## src/rtl/slfe_pkg.sv

```systemverilog
// Shared types and constants for the sync and length frame extractor.
`default_nettype none
package slfe_pkg;

  localparam logic [7:0]  SYNC_A     = 8'h16;
  localparam logic [7:0]  SYNC_B     = 8'h75;
  localparam logic [7:0]  VERSION_OK = 8'h01;
  localparam int          HDR_LEN    = 10;
  localparam logic [3:0]  HDR_LAST   = 4'(HDR_LEN - 1);
  localparam logic [3:0]  HDR_FIRST_RX = 4'd3;  // first header byte taken from the link
  localparam logic [16:0] MAX_RESET  = 17'd65545;

  // output word source
  localparam logic [1:0] SEL_DROP    = 2'd0;
  localparam logic [1:0] SEL_HEADER  = 2'd1;
  localparam logic [1:0] SEL_PAYLOAD = 2'd2;

  typedef struct packed {
    logic       out_load;
    logic [1:0] out_sel;
    logic       hdr_wr;
    logic [3:0] idx;
    logic       pay_load;
    logic       pay_dec;
  } slfe_cmd_t;

  typedef struct packed {
    logic is_sync_a;
    logic is_sync_b;
    logic is_version;
    logic too_long;
    logic pay_zero;
    logic pay_one;
    logic out_free;
  } slfe_sts_t;

endpackage
`default_nettype wire

```

## src/rtl/slfe_datapath.sv

```systemverilog
// Datapath: header store, payload counter, length check and output register.
`default_nettype none
module slfe_datapath (
  input  wire logic              clk,
  input  wire logic              rst_n,
  input  wire logic              cfg_wr_en,
  input  wire logic [16:0]       cfg_wr_data,
  input  wire logic [7:0]        rx_byte,
  input  wire slfe_pkg::slfe_cmd_t cmd,
  output slfe_pkg::slfe_sts_t    sts,
  output logic                   out_tvalid,
  input  wire logic              out_tready,
  output logic [7:0]             out_tdata,
  output logic                   out_tlast,
  output logic [1:0]             out_tuser
);

  logic [16:0] max_r;
  logic [7:0]  hdr_r [3:9];
  logic [15:0] pay_r;
  logic        out_valid_r;
  logic [7:0]  out_byte_r;
  logic        out_first_r, out_last_r, out_drop_r;

  logic [15:0] len;
  logic [7:0]  hdr_byte;
  logic        out_byte_nxt_first, out_byte_nxt_last;
  logic [7:0]  out_byte_nxt;
  logic        out_drop_nxt;

  // byte 9 is the byte arriving now
  assign len = {hdr_r[8], rx_byte};

  always_comb begin
    unique case (cmd.idx)
      4'd0:    hdr_byte = slfe_pkg::SYNC_A;
      4'd1:    hdr_byte = slfe_pkg::SYNC_B;
      4'd2:    hdr_byte = slfe_pkg::VERSION_OK;
      4'd3, 4'd4, 4'd5, 4'd6, 4'd7, 4'd8, 4'd9: hdr_byte = hdr_r[cmd.idx];
      default: hdr_byte = 8'd0;
    endcase
  end

  always_comb begin
    out_byte_nxt       = 8'd0;
    out_byte_nxt_first = 1'b0;
    out_byte_nxt_last  = 1'b0;
    out_drop_nxt       = 1'b0;
    unique case (cmd.out_sel)
      slfe_pkg::SEL_DROP: out_drop_nxt = 1'b1;
      slfe_pkg::SEL_HEADER: begin
        out_byte_nxt       = hdr_byte;
        out_byte_nxt_first = (cmd.idx == 4'd0);
        out_byte_nxt_last  = (cmd.idx == slfe_pkg::HDR_LAST) && (pay_r == 16'd0);
      end
      slfe_pkg::SEL_PAYLOAD: begin
        out_byte_nxt      = rx_byte;
        out_byte_nxt_last = (pay_r == 16'd1);
      end
      default: out_drop_nxt = 1'b0;
    endcase
  end

  assign sts.is_sync_a  = (rx_byte == slfe_pkg::SYNC_A);
  assign sts.is_sync_b  = (rx_byte == slfe_pkg::SYNC_B);
  assign sts.is_version = (rx_byte == slfe_pkg::VERSION_OK);
  assign sts.too_long   = (({1'b0, len} + 17'(slfe_pkg::HDR_LEN)) > max_r);
  assign sts.pay_zero   = (pay_r == 16'd0);
  assign sts.pay_one    = (pay_r == 16'd1);
  assign sts.out_free   = !out_valid_r || out_tready;

  always_ff @(posedge clk) begin
    if (!rst_n) begin
      max_r       <= slfe_pkg::MAX_RESET;
      out_valid_r <= 1'b0;
      pay_r       <= 16'd0;
    end else begin
      if (cfg_wr_en) max_r <= cfg_wr_data;
      if (cmd.out_load) out_valid_r <= 1'b1;
      else if (out_tready) out_valid_r <= 1'b0;
      if (cmd.pay_load) pay_r <= len;
      else if (cmd.pay_dec) pay_r <= pay_r - 16'd1;
    end
  end

  always_ff @(posedge clk) begin
    if (cmd.hdr_wr && cmd.idx >= slfe_pkg::HDR_FIRST_RX && cmd.idx <= slfe_pkg::HDR_LAST)
      hdr_r[cmd.idx] <= rx_byte;
    if (cmd.out_load) begin
      out_byte_r  <= out_byte_nxt;
      out_first_r <= out_byte_nxt_first;
      out_last_r  <= out_byte_nxt_last;
      out_drop_r  <= out_drop_nxt;
    end
  end

  assign out_tvalid = out_valid_r;
  assign out_tdata  = out_byte_r;
  assign out_tlast  = out_last_r;
  assign out_tuser  = {out_drop_r, out_first_r};

endmodule
`default_nettype wire

```

## src/rtl/slfe_ctrl.sv

```systemverilog
// Controller: sync hunt, header count, header drain and payload sequencing.
`default_nettype none
module slfe_ctrl (
  input  wire logic               clk,
  input  wire logic               rst_n,
  input  wire logic               in_tvalid,
  output logic                    in_tready,
  input  wire slfe_pkg::slfe_sts_t sts,
  output slfe_pkg::slfe_cmd_t     cmd
);

  localparam logic [2:0] ST_HUNT    = 3'd0;
  localparam logic [2:0] ST_SAW_A   = 3'd1;
  localparam logic [2:0] ST_SAW_B   = 3'd2;
  localparam logic [2:0] ST_HEADER  = 3'd3;
  localparam logic [2:0] ST_DRAIN   = 3'd4;
  localparam logic [2:0] ST_PAYLOAD = 3'd5;

  logic [2:0] state_r, state_nxt;
  logic [3:0] idx_r, idx_nxt;
  logic       acc;
  logic [2:0] hunt_nxt;

  assign in_tready = (state_r != ST_DRAIN) && sts.out_free;
  assign acc       = in_tvalid && in_tready;
  assign hunt_nxt  = sts.is_sync_a ? ST_SAW_A : ST_HUNT;

  always_comb begin
    state_nxt    = state_r;
    idx_nxt      = idx_r;
    cmd          = '0;
    cmd.idx      = idx_r;
    cmd.out_sel  = slfe_pkg::SEL_DROP;
    unique case (state_r)
      ST_SAW_A: if (acc) state_nxt = sts.is_sync_b ? ST_SAW_B : hunt_nxt;
      ST_SAW_B: begin
        if (acc) begin
          if (sts.is_version) begin
            state_nxt = ST_HEADER;
            idx_nxt   = slfe_pkg::HDR_FIRST_RX;
          end else begin
            state_nxt = hunt_nxt;
          end
        end
      end
      ST_HEADER: begin
        if (acc) begin
          cmd.hdr_wr = 1'b1;
          if (idx_r == slfe_pkg::HDR_LAST) begin
            idx_nxt = 4'd0;
            if (sts.too_long) begin
              cmd.out_load = 1'b1;
              cmd.out_sel  = slfe_pkg::SEL_DROP;
              state_nxt    = ST_HUNT;
            end else begin
              cmd.pay_load = 1'b1;
              state_nxt    = ST_DRAIN;
            end
          end else begin
            idx_nxt = idx_r + 4'd1;
          end
        end
      end
      ST_DRAIN: begin
        // header words leave one per free output slot
        if (sts.out_free) begin
          cmd.out_load = 1'b1;
          cmd.out_sel  = slfe_pkg::SEL_HEADER;
          if (idx_r == slfe_pkg::HDR_LAST) begin
            idx_nxt   = 4'd0;
            state_nxt = sts.pay_zero ? ST_HUNT : ST_PAYLOAD;
          end else begin
            idx_nxt = idx_r + 4'd1;
          end
        end
      end
      ST_PAYLOAD: begin
        if (acc) begin
          cmd.out_load = 1'b1;
          cmd.out_sel  = slfe_pkg::SEL_PAYLOAD;
          cmd.pay_dec  = 1'b1;
          if (sts.pay_one) state_nxt = ST_HUNT;
        end
      end
      default: if (acc) state_nxt = hunt_nxt;
    endcase
  end

  always_ff @(posedge clk) begin
    if (!rst_n) begin
      state_r <= ST_HUNT;
      idx_r   <= 4'd0;
    end else begin
      state_r <= state_nxt;
      idx_r   <= idx_nxt;
    end
  end

endmodule
`default_nettype wire

```

## src/rtl/sync_length_frame_extractor_top.sv

```systemverilog
// Top level of the sync and length frame extractor.
`default_nettype none
// Takes received link bytes one word at a time, hunts for the start sequence
// 0x16 0x75 0x01, collects the 10-byte header and reads the big-endian payload
// length from header bytes 8 and 9. A frame whose length plus 10 exceeds
// cfg_wr_data's last written value (reset 65545) yields one word with the drop
// flag set and zero data; otherwise the header and then the payload stream out
// with first and last marks. Hunt, header and payload bytes are accepted only
// while the output register is free. After the last header byte the input is
// held while the controller drains the stored header through the single output
// register; no clearing pass is used.
module sync_length_frame_extractor_top (
  input  wire logic        clk,
  input  wire logic        rst_n,
  input  wire logic        cfg_wr_en,
  input  wire logic [16:0] cfg_wr_data,   // max_frame_bytes
  input  wire logic        in_tvalid,
  output logic             in_tready,
  input  wire logic [7:0]  in_tdata,      // rx_byte
  output logic             out_tvalid,
  input  wire logic        out_tready,
  output logic [7:0]       out_tdata,     // frame_byte
  output logic             out_tlast,
  output logic [1:0]       out_tuser      // [0] first, [1] dropped
);

  slfe_pkg::slfe_cmd_t cmd;
  slfe_pkg::slfe_sts_t sts;

  slfe_ctrl u_ctrl (
    .clk       (clk),
    .rst_n     (rst_n),
    .in_tvalid (in_tvalid),
    .in_tready (in_tready),
    .sts       (sts),
    .cmd       (cmd)
  );

  slfe_datapath u_dp (
    .clk         (clk),
    .rst_n       (rst_n),
    .cfg_wr_en   (cfg_wr_en),
    .cfg_wr_data (cfg_wr_data),
    .rx_byte     (in_tdata),
    .cmd         (cmd),
    .sts         (sts),
    .out_tvalid  (out_tvalid),
    .out_tready  (out_tready),
    .out_tdata   (out_tdata),
    .out_tlast   (out_tlast),
    .out_tuser   (out_tuser)
  );

endmodule
`default_nettype wire
```

## config.mk

```make
export PLATFORM = sky130hd
export DESIGN_NAME = sync_length_frame_extractor_top
export DESIGN_NICKNAME = d
export VERILOG_FILES = /design/src/rtl/slfe_pkg.sv /design/src/rtl/slfe_datapath.sv /design/src/rtl/slfe_ctrl.sv /design/src/rtl/sync_length_frame_extractor_top.sv
export SDC_FILE = /design/constraint.sdc
export NUM_CORES = 1
export LEC_CHECK = 0
export ABC_AREA = 1
export BUFFER_PORTS_ARGS = -buffer_cell sky130_fd_sc_hd__buf_2
export CORE_UTILIZATION = 54
export DETAILED_ROUTE_END_ITERATION = 8
export MAX_ROUTING_LAYER = met4
export PLACE_DENSITY = 0.78
export SETUP_SLACK_MARGIN = 0.02
export SLEW_MARGIN = 30
export SYNTH_ARGS = -nofsm -noshare
export SYNTH_HDL_FRONTEND = slang
export SYNTH_SLANG_ARGS = --single-unit
```

## constraint.sdc

```tcl
create_clock -name clk -period 4.6 [get_ports clk]
set_clock_uncertainty 0.2 [all_clocks]
set_input_delay 0.92 -clock clk [delete_from_list [all_inputs] [get_ports clk]]
set_output_delay 0.92 -clock clk [all_outputs]
set_load 0.005 [all_outputs]
```

==> impl_metrics.csv <==
group,metric,value,unit
logic_synthesis,synth_mux_area_share,0,%
cells_and_area,areaGrowthSynthToFinish,9.091,%
logic_synthesis,ys_warn_count,0,
setup_path,slowest_stage,"inv_1",
setup_path,cp-end-kind,"flip-flop",
cells_and_area,layout-drive-gt1-share,11.56,%
sta,fin_crit,3.837,ns
sta,worstMarginPinSlew,0.9255,ns
power,power.density,319.4,nW/µm²
clocking,cts-buffers-inserted,9,
cells_and_area,utilization,60.25,%
detailed_routing,routed_via_density,5.680,
logic_synthesis,synth.distinct_cells,43,
clocking,htreeDepth,3,
logic_synthesis,synthArstFlopShare,0,%
detailed_routing,drt_wl_total,14.31,mm
setup_path,r2r_cells,18,
sta,finalSetupViolations,0,
setup_path,slowest_delay,0.32,ns
setup_path,worst-path-max-fanout,11,
logic_synthesis,synth_flop_cell,"edfxtp_1",
setup_path,critical_path.top_delay_family,"simple AND/OR/NAND/NOR gates",
hold_path,hp-class,"reg2reg",
die,die_x,107.3,µm
setup_path,crit_chain,"buf_2, nand3_1, nand2_1, nand3_1, nor2_1, nand2_1, nor3_2, nand3_1, nand2_1, inv_1, ha_1, nand2_1, nor2_1, nand2_1, nor2_1, nor2_1, nand2_2, nand3_1, nand2_1, nand2_1, inv_1",
die,rows,38,
sta,drv_slew,0,
logic_synthesis,synthAdderAreaFrac,5.225,%
cells_and_area,fin_nets,820,
setup_path,r2r-start,"u_dp.hdr_r[8][1]",
clocking,clock_latency,0.40,ns
hold_path,whs_path_depth,2,
outcome,status,"finished, final reports clean",
grt,antenna_found_initial,0,
clocking,ctsRootBufferMaster,"clkbuf_8",
setup_path,cp-start-kind,"primary input",
sta,rsz0062_at_grt,"no",
logic_synthesis,postSynthCellCount,728,
hold_path,min_from,"u_dp.max_r[1]",
power,power.total,0.002086,W
logic_synthesis,synthSimpleGateAreaFrac,23.26,%
clocking,clk_pin_slew,0.11,ns
die,coreArea,10840,µm²
sta,slew_headroom,38.07,%
logic_synthesis,synth_compound_area_share,12.69,%
logic_synthesis,syn_nets,783,
logic_synthesis,synth_top_family_by_area,"simple AND/OR/NAND/NOR gates",
sta,post-route-period-util,83.41,%
die,die_height,107.3,µm
setup_path,crit_top_cell,"nand2_1",
grt,grt.total_usage,27.59,%
detailed_routing,routedWlPerCell,15.73,µm
setup_path,cp.required,4.46,ns
setup_path,reg2reg_setup_slack,1.47,ns
clocking,cts_sinks,111,
logic_synthesis,yosys_register_bits,111,
setup_path,r2r-end,"u_dp.out_tlast",
detailed_routing,first_iter_violations,542,
sta,worst_hold_slack,0.2695,ns
die,initial_core_util,55.23,%
detailed_routing,drt-pass1-iter-count,5,
clocking,cts_setup_buffers,0,
setup_path,worstPathBufferInverterCount,3,
hold_path,worstHoldEndpoint,"u_dp.max_r[1]",
sta,hold_viol,0,
logic_synthesis,avgSynthCellArea,8.224,µm²
job,maxCapViolCount,0,
grt,grt_pass1_vias,4857,
power,ir_drop,0.1619,mV
die,io-pin-count,43,
logic_synthesis,synth-seq-area-share,48.32,%
detailed_routing,antenna_left,0,
die,dieArea,11510,µm²
logic_synthesis,synth_edf_count,67,
detailed_routing,route.detailed.drc,0,
sta,fmax,260.6,MHz
setup_path,crit_type,"in2reg",
clocking,hold_buffers,0,
place,io_buffer_count,42,
clocking,cts_tree,"built",
cells_and_area,num_antenna_cells,0,
logic_synthesis,synth_area,5987,µm²
clocking,cts_max_path_buffers,2,
clocking,cts_resized,0,
power,cellLeakagePower,2.766,nW
sta,setup_tns,0,ns
detailed_routing,routed-via-count,5169,
place,dp_hpwl,10.46,mm
setup_path,cp.arrival,3.69,ns
grt,grt_max_degree,30,
logic_synthesis,synth-xor-area-share,2.487,%
grt,grt_pass1_wl,23.54,mm
place,routabilityCongestion,0.9998,
grt,grt_overflow,0,
cells by family (layout without fill, tap and decap cells):
| family | Yosys count | after routing |
|---|---|---|
| simple gates | 317 | 317 |
| compound gates | 140 | 140 |
| xor+xnor | 17 | 17 |
| buf+inv | 118 | 160 |
| flops | 111 | 111 |
| fa+ha+maj | 25 | 25 |
routing by layer:
| layer | global-route usage (%) | routed length, µm | vias to the layer above | part of all wire [%] |
|---|---|---|---|---|
| met5 | - | 0 | - | 0 |
| met4 | 12.43 | 497 | 0 | 3.5 |
| met3 | 4.964 | 1009 | 45 | 7.0 |
| met2 | 42.81 | 6637 | 195 | 46 |
| met1 | 35.46 | 6169 | 2437 | 43 |
| li1 | - | - | 2492 | - |
area by class of cell:
cell class / count / area (µm²)
inverters: 94 / 352.8
multi-input cells: 499 / 2614
well taps: 140 / 175.2
flip-flops and latches: 111 / 2893
repair buffers: 50 / 270.3
clock buffers: 9 / 123.9
fillers: 961 / 4309
clock inverters: 7 / 102.6
flip-flops by register name (all words and copies together) (netlist names), 3 cells and up, named ones only:
| register | flops |
|---|---|
| u_dp.hdr_r | 56 |
| u_ctrl.state_r | 3 |
| u_dp.pay_r | 16 |
| u_dp.out_tdata | 8 |
| u_dp.max_r | 17 |
| u_ctrl.idx_r | 4 |
placed cells by master, fill, tap and decap left out, types with 2 or more instances in the layout:
cell type	count
dfxtp_1	44
xor2_1	15
nor3_1	6
nor3b_1	2
nand3b_1	2
o21ai_0	43
nand3_2	2
nand3_1	53
inv_1	82
buf_4	8
nor4_1	3
nor2_1	70
xnor2_1	2
a21oi_1	70
nand2_1	161
a22oi_1	5
nand2_4	3
nor2_2	3
nand4_1	3
ha_1	25
o211ai_1	10
clkbuf_8	9
inv_2	9
clkinv_1	3
o21ai_1	5
a21o_1	2
nor2_4	2
buf_2	42
edfxtp_1	67
inv_6	2
inv_8	2
Yosys cell counts (2+ instances only):
master    number  share of area, %
clkbuf_1       9              0.56
nand2_1      161                10
nor2_4         2              0.38
edfxtp_1      67                34
nand3_2        2              0.33
a21oi_1       70               5.9
dfxtp_1       44                15
nand3_1       53               4.4
o211ai_1      10               1.3
inv_1         82               5.1
inv_2          9              0.56
ha_1          25               5.2
clkinv_1       3              0.19
nor2_1        70               4.4
xnor2_1        2              0.29
buf_6          2              0.38
o21ai_0       43               3.6
a21o_1         2              0.25
buf_2          9              0.75
a22oi_1        5              0.63
nand4_1        3              0.31
nand2_4        3              0.56
o21ai_1        5              0.42
nor4_1         3              0.31
nor2_2         3              0.31
nor3b_1        2              0.25
nor3_1         6              0.50
buf_4          3              0.38
xor2_1        15               2.2
nand3b_1       2              0.25
worst max-delay path by stage:
stage | startpoint | end | slack [ns] | depth (start not counted)
CTS | in_tdata[1] | u_dp.out_tdata[0] | 0.80 | 21
floorplan | in_tdata[3] | u_dp.out_drop_r | 1.02 | 21
global route | in_tdata[1] | u_dp.out_tdata[5] | 0.38 | 21
global placement | in_tdata[1] | u_dp.out_tdata[6] | 0.53 | 21
finish | in_tdata[1] | u_dp.out_tlast | 0.76 | 21
detailed placement | in_tdata[1] | u_dp.out_tlast | 0.42 | 21
report_power, final:
| part | switching, W | internal, W | total, W |
|---|---|---|---|
| sequential | 0.0000261 | 0.00108 | 0.00110 |
| combinational | 0.000219 | 0.000106 | 0.000325 |
| clock | 0.000385 | 0.000275 | 0.000660 |
| total | 0.000630 | 0.00146 | 0.00209 |
tightest hold or removal path, delay by kind of cell (launching register included):
family,cells,cell delay [ns]
flip-flops,1,0.31
AO/OA/AOI/OAI,1,0.06
buffers and inverters,1,0.06
metrics by stage:
| step | cell area, µm² | setup WS (ns) | std cells |
|---|---|---|---|
| 6_report | 6531 | 0.7629 | 910 |
| 3_5_place_dp | 6305 | 0.4182 | 894 |
| 4_1_cts | 6531 | 0.8008 | 910 |
| 5_1_grt | 6531 | 0.3774 | 910 |
| 2_1_floorplan | 5987 | 1.024 | 728 |
| 3_3_place_gp | 6305 | 0.5327 | 894 |
Power figures use the tool's default switching activity.
